==> src/stt_pkg.sv <==
// Shared types, character codes and keyword tables for the source text tokenizer.
`default_nettype none
package stt_pkg;

  localparam int unsigned MANTISSA_BITS_DEFAULT = 48;
  localparam int unsigned CHAR_W                = 8;
  localparam int unsigned WORD_W                = 48;
  localparam int unsigned SCALE_W               = 5;
  localparam logic [SCALE_W-1:0] SCALE_MAX      = 5'd31;
  localparam int unsigned QUEUE_DEPTH           = 4;

  typedef enum logic [3:0] {
    KIND_EOF    = 4'd0,
    KIND_DEF    = 4'd1,
    KIND_EXTERN = 4'd2,
    KIND_IF     = 4'd3,
    KIND_THEN   = 4'd4,
    KIND_ELSE   = 4'd5,
    KIND_FOR    = 4'd6,
    KIND_IN     = 4'd7,
    KIND_IDENT  = 4'd8,
    KIND_NUMBER = 4'd9,
    KIND_STRING = 4'd10,
    KIND_SINGLE = 4'd11,
    KIND_TEXT   = 4'd12
  } kind_t;

  typedef enum logic [4:0] {
    MODE_IDLE    = 5'b00001,
    MODE_WORD    = 5'b00010,
    MODE_NUMBER  = 5'b00100,
    MODE_COMMENT = 5'b01000,
    MODE_STRING  = 5'b10000
  } mode_t;

  localparam logic [CHAR_W-1:0] CH_TAB      = 8'h09;
  localparam logic [CHAR_W-1:0] CH_LF       = 8'h0A;
  localparam logic [CHAR_W-1:0] CH_CR       = 8'h0D;
  localparam logic [CHAR_W-1:0] CH_SPACE    = 8'h20;
  localparam logic [CHAR_W-1:0] CH_QUOTE    = 8'h22;
  localparam logic [CHAR_W-1:0] CH_DOT      = 8'h2E;
  localparam logic [CHAR_W-1:0] CH_QUESTION = 8'h3F;

  localparam logic [WORD_W-1:0] KW_DEF    = 48'h0000_0064_6566;
  localparam logic [WORD_W-1:0] KW_EXTERN = 48'h6578_7465_726E;
  localparam logic [WORD_W-1:0] KW_IF     = 48'h0000_0000_6966;
  localparam logic [WORD_W-1:0] KW_THEN   = 48'h0000_7468_656E;
  localparam logic [WORD_W-1:0] KW_ELSE   = 48'h0000_656C_7365;
  localparam logic [WORD_W-1:0] KW_FOR    = 48'h0000_0066_6F72;
  localparam logic [WORD_W-1:0] KW_IN     = 48'h0000_0000_696E;

  function automatic logic is_letter(logic [CHAR_W-1:0] c);
    return (c >= 8'h41 && c <= 8'h5A) || (c >= 8'h61 && c <= 8'h7A);
  endfunction

  function automatic logic is_digit(logic [CHAR_W-1:0] c);
    return c >= 8'h30 && c <= 8'h39;
  endfunction

  function automatic logic is_space(logic [CHAR_W-1:0] c);
    return c == CH_SPACE || (c >= CH_TAB && c <= CH_CR);
  endfunction

  // Keyword lookup on the collected word; anything else is an identifier.
  function automatic kind_t keyword_kind(logic [WORD_W-1:0] prefix, logic [2:0] len);
    kind_t k;
    k = KIND_IDENT;
    unique case (len)
      3'd2: begin
        if (prefix == KW_IF) k = KIND_IF;
        else if (prefix == KW_IN) k = KIND_IN;
      end
      3'd3: begin
        if (prefix == KW_DEF) k = KIND_DEF;
        else if (prefix == KW_FOR) k = KIND_FOR;
      end
      3'd4: begin
        if (prefix == KW_THEN) k = KIND_THEN;
        else if (prefix == KW_ELSE) k = KIND_ELSE;
      end
      3'd6: begin
        if (prefix == KW_EXTERN) k = KIND_EXTERN;
      end
      default: k = KIND_IDENT;
    endcase
    return k;
  endfunction

endpackage
`default_nettype wire

==> src/source_text_tokenizer.sv <==
// Top level of the source text tokenizer: lexer state, token building and result queue.
//
// Input channel s_axis carries one source byte per request in tdata; tuser set
// marks end of input instead of a byte. Output channel m_axis carries one token
// or pass-through character per request: tuser holds the kind, tdata the char
// code, mantissa, scale and the overflow and unterminated flags, tlast marks the
// final result caused by one input byte.
// Each byte is classified and folded into the lexer state in the cycle it is
// accepted; its results enter a four-entry result queue at that edge and are
// offered on m_axis from the next cycle.
// Throughput is one byte per cycle while each byte yields at most one result and the receiver does not stall.
// A byte that closes a token and also yields a result of its own, or end of input
// closing a token, yields two results, which leave the output port one at a time;
// the queue absorbs this; s_axis_tready drops only while three or more results wait.
// When the receiver stalls, queued results hold and input is taken while at most
// two results wait. Synchronous reset empties the queue and returns the lexer to
// idle with all number and word state cleared.
`default_nettype none
module source_text_tokenizer #(
  parameter int unsigned MANTISSA_BITS = stt_pkg::MANTISSA_BITS_DEFAULT,
  localparam int unsigned PAYLOAD_W = stt_pkg::CHAR_W + MANTISSA_BITS + stt_pkg::SCALE_W + 2,
  localparam int unsigned DATA_W    = ((PAYLOAD_W + 7) / 8) * 8
) (
  input  wire logic                     clk,
  input  wire logic                     rst,
  input  wire logic                     s_axis_tvalid,
  output      logic                     s_axis_tready,
  input  wire logic [7:0]               s_axis_tdata,  // ch
  input  wire logic                     s_axis_tuser,  // end_of_input
  output      logic                     m_axis_tvalid,
  input  wire logic                     m_axis_tready,
  // char_code, mantissa, scale, overflow, unterminated, zero padding
  output      logic [DATA_W-1:0]        m_axis_tdata,
  output      logic [3:0]               m_axis_tuser,  // kind
  output      logic                     m_axis_tlast
);

  localparam int unsigned PTR_W     = $clog2(stt_pkg::QUEUE_DEPTH);
  localparam int unsigned CNT_W     = $clog2(stt_pkg::QUEUE_DEPTH + 1);

  typedef struct packed {
    stt_pkg::kind_t                 kind;
    logic [stt_pkg::CHAR_W-1:0]     code;
    logic [MANTISSA_BITS-1:0]       mant;
    logic [stt_pkg::SCALE_W-1:0]    scale;
    logic                           ovf;
    logic                           unt;
    logic                           last;
  } res_t;

  typedef struct packed {
    logic [MANTISSA_BITS-1:0]       value;
    logic [stt_pkg::SCALE_W-1:0]    frac;
    logic [1:0]                     dots;
    logic                           sat;
  } num_t;

  // One digit or dot folded into a number. Ten times the value plus the digit
  // overflows exactly when it no longer fits the mantissa width.
  function automatic num_t add_num(num_t s, logic [stt_pkg::CHAR_W-1:0] c);
    logic [MANTISSA_BITS+3:0] wide;
    logic [MANTISSA_BITS+3:0] prod;
    num_t r;
    r    = s;
    wide = {4'b0, s.value};
    prod = (wide << 3) + (wide << 1) + {{MANTISSA_BITS{1'b0}}, c[3:0]};
    priority if (c == stt_pkg::CH_DOT) begin
      if (s.dots < 2'd2) r.dots = s.dots + 2'd1;
    end else if (s.dots < 2'd2) begin
      priority if (s.dots == 2'd1 && s.frac >= stt_pkg::SCALE_MAX) begin
        r.sat = 1'b1;
      end else if (prod[MANTISSA_BITS+3:MANTISSA_BITS] != 4'd0) begin
        r.sat = 1'b1;
        if (s.dots == 2'd0) r.value = '1;
      end else begin
        r.value = prod[MANTISSA_BITS-1:0];
        if (s.dots == 2'd1) r.frac = s.frac + 5'd1;
      end
    end else begin
      // Digits after a second dot leave the number as it is.
      r = s;
    end
    return r;
  endfunction

  stt_pkg::mode_t               mode, mode_next;
  logic [stt_pkg::WORD_W-1:0]   word_prefix, word_prefix_next;
  logic [2:0]                   word_length, word_length_next;
  num_t                         num, num_next;

  res_t                         queue [stt_pkg::QUEUE_DEPTH];
  logic [PTR_W-1:0]             wr_ptr, rd_ptr;
  logic [CNT_W-1:0]             cnt, cnt_next;

  logic [stt_pkg::CHAR_W-1:0]   c;
  logic                         accept, pop;

  // Idle-mode handling of the current byte.
  logic                         ic_v;
  res_t                         ic_res;
  stt_pkg::mode_t               ic_mode;
  logic [stt_pkg::WORD_W-1:0]   ic_prefix;
  logic [2:0]                   ic_len;
  num_t                         ic_num;

  logic                         pre_v, post_v;
  res_t                         pre_res, post_res;
  res_t                         r0, r1;
  logic [1:0]                   n_res;

  assign c      = s_axis_tdata;
  assign accept = s_axis_tvalid && s_axis_tready;
  assign pop    = m_axis_tvalid && m_axis_tready;

  always_comb begin
    ic_v      = 1'b0;
    ic_res    = '0;
    ic_mode   = stt_pkg::MODE_IDLE;
    ic_prefix = word_prefix;
    ic_len    = word_length;
    ic_num    = num;
    priority if (stt_pkg::is_space(c)) begin
      ic_mode = stt_pkg::MODE_IDLE;
    end else if (stt_pkg::is_letter(c)) begin
      ic_mode     = stt_pkg::MODE_WORD;
      ic_prefix   = {{(stt_pkg::WORD_W - stt_pkg::CHAR_W){1'b0}}, c};
      ic_len      = 3'd1;
      ic_v        = 1'b1;
      ic_res.kind = stt_pkg::KIND_TEXT;
      ic_res.code = c;
    end else if (stt_pkg::is_digit(c) || c == stt_pkg::CH_DOT) begin
      ic_mode = stt_pkg::MODE_NUMBER;
      ic_num  = add_num('0, c);
    end else if (c == stt_pkg::CH_QUESTION) begin
      ic_mode = stt_pkg::MODE_COMMENT;
    end else if (c == stt_pkg::CH_QUOTE) begin
      ic_mode = stt_pkg::MODE_STRING;
    end else begin
      ic_v        = 1'b1;
      ic_res.kind = stt_pkg::KIND_SINGLE;
      ic_res.code = c;
    end
  end

  always_comb begin
    mode_next        = mode;
    word_prefix_next = word_prefix;
    word_length_next = word_length;
    num_next         = num;
    pre_v            = 1'b0;
    pre_res          = '0;
    post_v           = 1'b0;
    post_res         = '0;
    if (s_axis_tuser) begin
      // Close whatever is open, then report end of input.
      unique case (mode)
        stt_pkg::MODE_WORD: begin
          pre_v        = 1'b1;
          pre_res.kind = stt_pkg::keyword_kind(word_prefix, word_length);
        end
        stt_pkg::MODE_NUMBER: begin
          pre_v         = 1'b1;
          pre_res.kind  = stt_pkg::KIND_NUMBER;
          pre_res.mant  = num.value;
          pre_res.scale = num.frac;
          pre_res.ovf   = num.sat;
        end
        stt_pkg::MODE_STRING: begin
          pre_v        = 1'b1;
          pre_res.kind = stt_pkg::KIND_STRING;
          pre_res.unt  = 1'b1;
        end
        default: pre_v = 1'b0;
      endcase
      post_v        = 1'b1;
      post_res.kind = stt_pkg::KIND_EOF;
      mode_next     = stt_pkg::MODE_IDLE;
    end else begin
      unique case (mode)
        stt_pkg::MODE_WORD: begin
          if (stt_pkg::is_letter(c) || stt_pkg::is_digit(c)) begin
            if (word_length < 3'd7) begin
              word_prefix_next = {word_prefix[stt_pkg::WORD_W-stt_pkg::CHAR_W-1:0], c};
              word_length_next = word_length + 3'd1;
            end
            post_v        = 1'b1;
            post_res.kind = stt_pkg::KIND_TEXT;
            post_res.code = c;
          end else begin
            pre_v            = 1'b1;
            pre_res.kind     = stt_pkg::keyword_kind(word_prefix, word_length);
            post_v           = ic_v;
            post_res         = ic_res;
            mode_next        = ic_mode;
            word_prefix_next = ic_prefix;
            word_length_next = ic_len;
            num_next         = ic_num;
          end
        end
        stt_pkg::MODE_NUMBER: begin
          if (stt_pkg::is_digit(c) || c == stt_pkg::CH_DOT) begin
            num_next = add_num(num, c);
          end else begin
            pre_v            = 1'b1;
            pre_res.kind     = stt_pkg::KIND_NUMBER;
            pre_res.mant     = num.value;
            pre_res.scale    = num.frac;
            pre_res.ovf      = num.sat;
            post_v           = ic_v;
            post_res         = ic_res;
            mode_next        = ic_mode;
            word_prefix_next = ic_prefix;
            word_length_next = ic_len;
            num_next         = ic_num;
          end
        end
        stt_pkg::MODE_COMMENT: begin
          if (c == stt_pkg::CH_LF || c == stt_pkg::CH_CR) mode_next = stt_pkg::MODE_IDLE;
        end
        stt_pkg::MODE_STRING: begin
          post_v = 1'b1;
          if (c == stt_pkg::CH_QUOTE) begin
            post_res.kind = stt_pkg::KIND_STRING;
            mode_next     = stt_pkg::MODE_IDLE;
          end else begin
            post_res.kind = stt_pkg::KIND_TEXT;
            post_res.code = c;
          end
        end
        default: begin
          post_v           = ic_v;
          post_res         = ic_res;
          mode_next        = ic_mode;
          word_prefix_next = ic_prefix;
          word_length_next = ic_len;
          num_next         = ic_num;
        end
      endcase
    end
  end

  // Order the results of this byte and flag the final one.
  always_comb begin
    r0 = post_res;
    r1 = post_res;
    n_res = {1'b0, post_v};
    if (pre_v) begin
      r0    = pre_res;
      n_res = post_v ? 2'd2 : 2'd1;
    end
    r0.last = (n_res == 2'd1);
    r1.last = 1'b1;
  end

  assign s_axis_tready = cnt <= CNT_W'(stt_pkg::QUEUE_DEPTH - 2);
  assign cnt_next      = cnt + (accept ? CNT_W'(n_res) : '0) - CNT_W'(pop);

  always_ff @(posedge clk) begin
    if (rst) begin
      mode        <= stt_pkg::MODE_IDLE;
      word_prefix <= '0;
      word_length <= '0;
      num         <= '0;
      wr_ptr      <= '0;
      rd_ptr      <= '0;
      cnt         <= '0;
    end else begin
      if (accept) begin
        mode        <= mode_next;
        word_prefix <= word_prefix_next;
        word_length <= word_length_next;
        num         <= num_next;
        wr_ptr      <= wr_ptr + PTR_W'(n_res);
      end
      if (pop) rd_ptr <= rd_ptr + PTR_W'(1);
      cnt <= cnt_next;
    end
  end

  always_ff @(posedge clk) begin
    if (accept && n_res != 2'd0) queue[wr_ptr] <= r0;
    if (accept && n_res == 2'd2) queue[wr_ptr + PTR_W'(1)] <= r1;
  end

  assign m_axis_tvalid = cnt != '0;
  assign m_axis_tuser  = queue[rd_ptr].kind;
  assign m_axis_tlast  = queue[rd_ptr].last;
  assign m_axis_tdata  = DATA_W'({queue[rd_ptr].unt, queue[rd_ptr].ovf, queue[rd_ptr].scale,
                                  queue[rd_ptr].mant, queue[rd_ptr].code});

endmodule
`default_nettype wire

==> config.mk <==
export PLATFORM = sky130hd
export DESIGN_NAME = source_text_tokenizer
export DESIGN_NICKNAME = d
export VERILOG_FILES = /design/src/stt_pkg.sv /design/src/source_text_tokenizer.sv
export SDC_FILE = /design/constraint.sdc
export NUM_CORES = 1
export LEC_CHECK = 0
export BUFFER_PORTS_ARGS = -buffer_cell sky130_fd_sc_hd__buf_2
export CAP_MARGIN = 40
export CORE_MARGIN = 4
export CORE_UTILIZATION = 45
export DETAILED_ROUTE_END_ITERATION = 8
export GPL_TIMING_DRIVEN = 0
export PLACE_DENSITY_LB_ADDON = 0.15
export SLEW_MARGIN = 0
export SYNTH_ARGS = -nofsm -noshare
export SYNTH_HDL_FRONTEND = slang
export SYNTH_SLANG_ARGS = --single-unit
==> constraint.sdc <==
create_clock -name clk -period 3.81 [get_ports clk]
set_input_delay 0 -clock clk [delete_from_list [all_inputs] [get_ports clk]]
set_output_delay 0 -clock clk [all_outputs]
set_load 0.02 [all_outputs]
* After elaboration in Yosys (flattened, before gate mapping)
Memories as Yosys holds them, arrays and structs flattened. A register that Yosys moved wholly into a read port is not among the register bits.
Index checks and enable logic that the tools add are counted.
Widths: inputs -> output; s select.
** Storage, ports and cells
- Word-level logic and storage cells :: 200
- Memories kept :: 1
- RAM bits :: 272
- Register bits after elaboration :: 119
- Output and inout port bits :: 71
- Input port bits :: 13
** Memory list
- queue :: words 4, bits a word 68, rd ports 1, clocked after Yosys merged registers in 1, wr ports 2, RTL line source_text_tokenizer.sv:91 : res_t queue [stt_pkg::QUEUE_DEPTH];
** Cells by class
- Add/subtract/negate cells :: 10
- Eq/ne operators :: 39
- Muxes and demuxes :: 100
- $lt $le $gt $ge :: 12
- Bitwise logic cells :: 2
- Reduce and logical (&&, ||, !) cells :: 26
** Operators with widths (number)
- $mux 48 :: 7
- $mux 56 :: 6
- $mux 54 :: 4
- $pmux 56 s3 :: 1
- $mux 53 :: 3
- $pmux 48 s3 :: 1
- $mux 68 :: 2
- $eq 48x15->1 const B :: 2
- $eq 48x23->1 const B :: 2
- $eq 48x31->1 const B :: 2
- $mux 12 :: 6
- $mux 64 :: 1
- $mux 5 :: 12
- $add 51x49->52 :: 1
- $add 52x4->52 :: 1
- $eq 48x47->1 const B :: 1
- $pmux 12 s4 :: 1
- $mux 4 :: 11
- $ne 3x3->1 const B :: 11
- $eq 8x6->1 const B :: 4
- $mux 1 :: 23
- $pmux 5 s4 :: 1
- $mux 3 :: 6
- $eq 8x4->1 const B :: 2
- 49 further kinds :: 78

* Depth between registers and ports, before layout
- Depth in word-level cells :: 15
- Depth in mapped cells :: 20
- Depth with buffers taken out :: 20

* Worst setup path after synthesis
OpenSTA, ideal clock, no wires.
- Path type :: register to register
- Start point :: register num[10] in the netlist's numbering
- End point :: register num[45] in the netlist's numbering
- Arrival :: 3.823 ns
- Setup slack :: -0.147 ns
- Cell stages (with the launch flop) :: 15
- Library setup time :: 0.134 ns
- Data required time :: 3.676 ns
- Period minus slack after synthesis :: 3.957 ns
- Buffers on the path :: 2
- Cell sequence :: dfxtp_1 > fa_1 > fa_1 > a211oi_1 > o21ai_1 > a32oi_1 > nor2_1 > or3_1 > o221ai_1 > o22ai_1 > or3_1 > buf_2 > a41oi_4 > buf_6 > o22ai_1
** Between the ends
- Longest elaborated chain between the ends :: 9
- Elaborated cells on any way between the ends :: 11
- Classes of those cells :: add/sub (2); eq/ne (1); mux (6); reduce/logical (2)
** RTL lines
- start: declaration :: RTL line source_text_tokenizer.sv:89 : num_t num, num_next;
- start signal: assignment :: RTL line source_text_tokenizer.sv:272 : num <= num_next;
- $add 51x49->52 (*) :: RTL line source_text_tokenizer.sv:66 : prod = (wide << 3) + (wide << 1) + {{MANTISSA_BITS{1'b0}}, c[3:0]};
- $add 52x4->52 (*) :: RTL line source_text_tokenizer.sv:66
- $reduce_bool 4->1 :: RTL line source_text_tokenizer.sv:72 : end else if (prod[MANTISSA_BITS+3:MANTISSA_BITS] != 4'd0) begin
- $mux 48 :: RTL line source_text_tokenizer.sv:72
- $mux 53 :: RTL line source_text_tokenizer.sv:70 : priority if (s.dots == 2'd1 && s.frac >= stt_pkg::SCALE_MAX) begin
- $mux 53 :: RTL line source_text_tokenizer.sv:69 : end else if (s.dots < 2'd2) begin
- $mux 53 :: RTL line source_text_tokenizer.sv:67 : priority if (c == stt_pkg::CH_DOT) begin
- $mux 56 :: RTL line source_text_tokenizer.sv:201 : if (stt_pkg::is_digit(c) || c == stt_pkg::CH_DOT) begin
- $pmux 56 s3 :: RTL line source_text_tokenizer.sv:179 : unique case (mode)
Mark *: on every way between the ends. The rest lies on a longest branch, timed or not. The select of a mux whose other input is x is not followed.
A chain may end at the register's enable or synchronous reset.

* Worst setup path after layout
- Start point :: register num[8] in the netlist's numbering
- End point :: register num[9] in the netlist's numbering
Same word-level chain as after synthesis.

==> results.py <==
metrics = {
    "power": {
        "p_seq_frac": 0.427,
        "cellInternalPower_mw": 7.30,
        "power_mw": 10.1,
        "leakage_nw": 8.99,
        "clockPowerShare": 0.416,
        "p_sw_frac": 0.279,
        "vdd_drop_max_mv": 0.377,
        "p_per_area_mw_per_mm2": 424,
        "p_switching_mw": 2.83,
        "combPwrFrac": 0.156,
    },
    "global_routing": {
        "gr-total-overflow": 0,
        "antenna_found_initial": 1,
        "grt_pass1_wl_mm": 92.1,
        "grt_usage": 0.243,
        "grt_pass1_vias": 16600,
        "grt_max_degree": 18,
    },
    "hold_path": {
        "holdPathStages": 5,
        "worst_hold_path.endpoint": "mode[1]",
        "holdCritStartpoint": "s_axis_tdata[4]",
        "hold_path.class": "input port to flip-flop",
    },
    "route": {
        "wl_per_cell_um": 21.4,
        "via_per_inst": 6.21,
        "drt-initial-drc-count": 1488,
        "firstDrtPassIters": 5,
        "drtAntennaViolNets": 0,
        "vias": 17100,
        "route.detailed.drc": 0,
        "wirelength_mm": 59.1,
    },
    "placement": {
        "hpwl_mm": 41.3,
        "gp_congestion": 0.898,
        "postPlaceCellArea_mm2": 0.0209,
        "io_buffers": 78,
    },
    "sta": {
        "finalHoldViolations": 0,
        "fin_setup_tns_ns": -1.19,
        "finalSetupViolations": 42,
        "period_share": 1.02,
        "max_freq_mhz": 258,
        "worst_slew_pin_slew_ns": 0.957,
        "rsz0062_at_grt": "true",
        "finalClockSkew_ns": 0.0293,
        "setup_slack_ns": -0.0698,
        "period_minus_slack_ns": 3.88,
        "holdWs_ns": 0.0453,
        "drv_slew": 0,
        "slew_headroom": 0.362,
    },
    "synthesis": {
        "yosysSeqAreaShare": 0.426,
        "synth.avg_cell_area_um2": 10.1,
        "yosys_register_bits": 393,
        "netlist_instances": 1932,
        "async_flop_share": 0,
        "netlist_area_mm2": 0.0196,
        "synth.distinct_cells": 83,
        "ys_warn_count": 0,
        "synth-edff-count": 48,
        "syn_nets": 2058,
        "synth_flop_cell": "dfxtp_1",
    },
    "setup_path": {
        "r2r-end": "num[9]",
        "cp-end-kind": "flip-flop",
        "arrival_ns": 4.33,
        "crit_slowest_cell": "fa_2",
        "cp_top_family": "compound AO/OA/AOI/OAI gates",
        "r2r-start": "num[8]",
        "worstPathCellList": "fa_2 -> fa_2 -> a211oi_2 -> o21ai_2 -> a32oi_2 -> nor2_2 -> or3_4 -> o221ai_4 -> o22ai_4 -> or3_4 -> buf_12 -> buf_12 -> o311ai_4 -> mux2i_1",
        "critPathMaxStageDelay_ns": 0.46,
        "path_buf_inv": 2,
        "ff2ff_path_depth": 14,
        "r2r_slack_ns": -0.07,
        "cp-start-kind": "flip-flop",
        "critPathMaxFanout": 6,
        "critPathKind": "flip-flop to flip-flop",
        "crit_required_ns": 4.26,
    },
    "final_layout": {
        "layout.nets": 2262,
        "final_core_utilization": 0.554,
        "area_delta_synth_final_pct": 21.7,
        "antenna_cells": 0,
        "multiInputGateArea_mm2": 0.0110,
        "design_area_mm2": 0.0239,
        "final_common_cell": "dfxtp_1",
        "register_area_mm2": 0.00843,
        "drive_gt1_frac": 0.242,
        "layout_common_cells": "dfxtp_1 (304), a32o_1 (212), nor2_1 (167)",
        "fill_cells": 3779,
    },
    "floorplanning": {
        "core_area_mm2": 0.0431,
        "io_pins": 84,
        "fp.dieH_um": 217,
        "die-area_mm2": 0.0470,
        "die_width_um": 217,
        "std_cell_rows": 76,
        "initial_utilization": 0.455,
    },
    "clock_network": {
        "clk_pin_slew_worst_paths_ns": 0.07,
        "cts_inserted_buffers": 44,
        "cts_sinks": 393,
        "cts_htree_levels": 2,
        "ctsRootBufferMaster": "clkbuf_16",
        "clockBufferDepth": 3,
        "tritoncts": "built",
        "clk_latency_ns": 0.58,
    },
    "outcome": {
        "outcome": "complete, but fails checks",
        "violations": "setup timing",
    },
    "flow_run": {
        "max_cap_viol_count": 0,
    },
}
## flip-flops by register name, indices dropped and copies added, names as in the netlist, named ones only
signal	flops
queue	272
num	54
word_prefix	48
mode	5
cnt	3
word_length	3
rd_ptr	2
wr_ptr	2
## worst min-delay path, delay by kind of cell
family	cells	cell delay, ns
simple gates	2	0.23
buf+inv	1	0.17
compound gates	2	0.16
## Yosys cell counts, drive strengths merged, types with 20 or more instances
master / count / area, um^2
nand3: 24 / 120
xnor2: 30 / 263
a32o: 212 / 2120
nand2: 109 / 409
dfxtp: 345 / 6910
nor3: 24 / 120
buf: 20 / 114
o22ai: 62 / 388
a22oi: 42 / 315
edfxtp: 48 / 1440
clkbuf: 133 / 499
a21oi: 94 / 470
nor2: 196 / 736
nand4: 28 / 175
ha: 110 / 1380
inv: 76 / 285
o21ai: 56 / 284
mux4: 68 / 1530
## power groups by stage
| stage | logic, mW | clock network (mW) | registers (mW) |
|---|---|---|---|
| floorplan | 0.945 | 0 | 4.41 |
| global placement | 1.43 | 0 | 4.42 |
| detailed placement | 1.49 | 0 | 4.43 |
| CTS | 1.57 | 4.30 | 4.33 |
| global route | 1.70 | 4.46 | 4.33 |
| finish | 1.58 | 4.21 | 4.33 |
## repair_timing
| item | CTS | global route |
|---|---|---|
| pin swaps | 16 | 37 |
| cloned | 3 | 1 |
| endpoints found under the hold margin | 20 | 0 |
| hold buffers | 8 | 0 |
| resized for setup | 166 | 124 |
| setup buffers | 53 | 17 |
| setup endpoints to repair | 365 | 342 |
## layer usage
| metal | vias up | share of wire | track usage |
|---|---|---|---|
| li1 | 7898 | - | - |
| met1 | 8578 | 0.45 | 0.342 |
| met2 | 531 | 0.46 | 0.389 |
| met3 | 106 | 0.058 | 0.0353 |
| met4 | 0 | 0.028 | 0.0734 |
| met5 | - | 0 | 0 |
## cells by family (layout without fill, tap and decap cells)
kind of cell	Yosys count	after routing	synth area share
other	1	1	0.000191
AOI/OAI and AO/OA	583	583	0.232
buffers and inverters	230	469	0.0460
muxes	83	83	0.0861
adders and majority gates	113	113	0.0733
and+or+nand+nor	481	481	0.115
DFF	393	393	0.426
xor gates and xnor gates	48	48	0.0215
## worst max-delay path by stage
stage,startpoint,end,slack (ns),cells past startpoint
after global placement,s_axis_tdata[2],queue[1][0],-1.99,16
after detailed placement,s_axis_tdata[2],queue[1][0],-1.25,17
final,num[8],num[9],-0.07,14
after CTS,num[8],num[43],-0.14,16
after global routing,num[8],num[9],-0.19,14
after floorplan,num[8],num[45],0.005,14
## metrics by stage
step,instances,setup slack [ns]
3_5_place_dp,2609,-1.25
4_1_cts,2750,-0.140
2_1_floorplan,1932,0.00478
6_report,2756,-0.0698
5_1_grt,2756,-0.191
3_3_place_gp,2595,-1.99
## cell type report
class	count	share of cell area
sequential	393	0.353
multi-input combinational	1309	0.462
inverter	77	0.0129
timing repair buffer	171	0.0518
clock buffer	58	0.0522
tap	585	0.0307
buffer	140	0.0284
clock inverter	23	0.00823
Note: power is estimated with default switching activity, not from simulation.
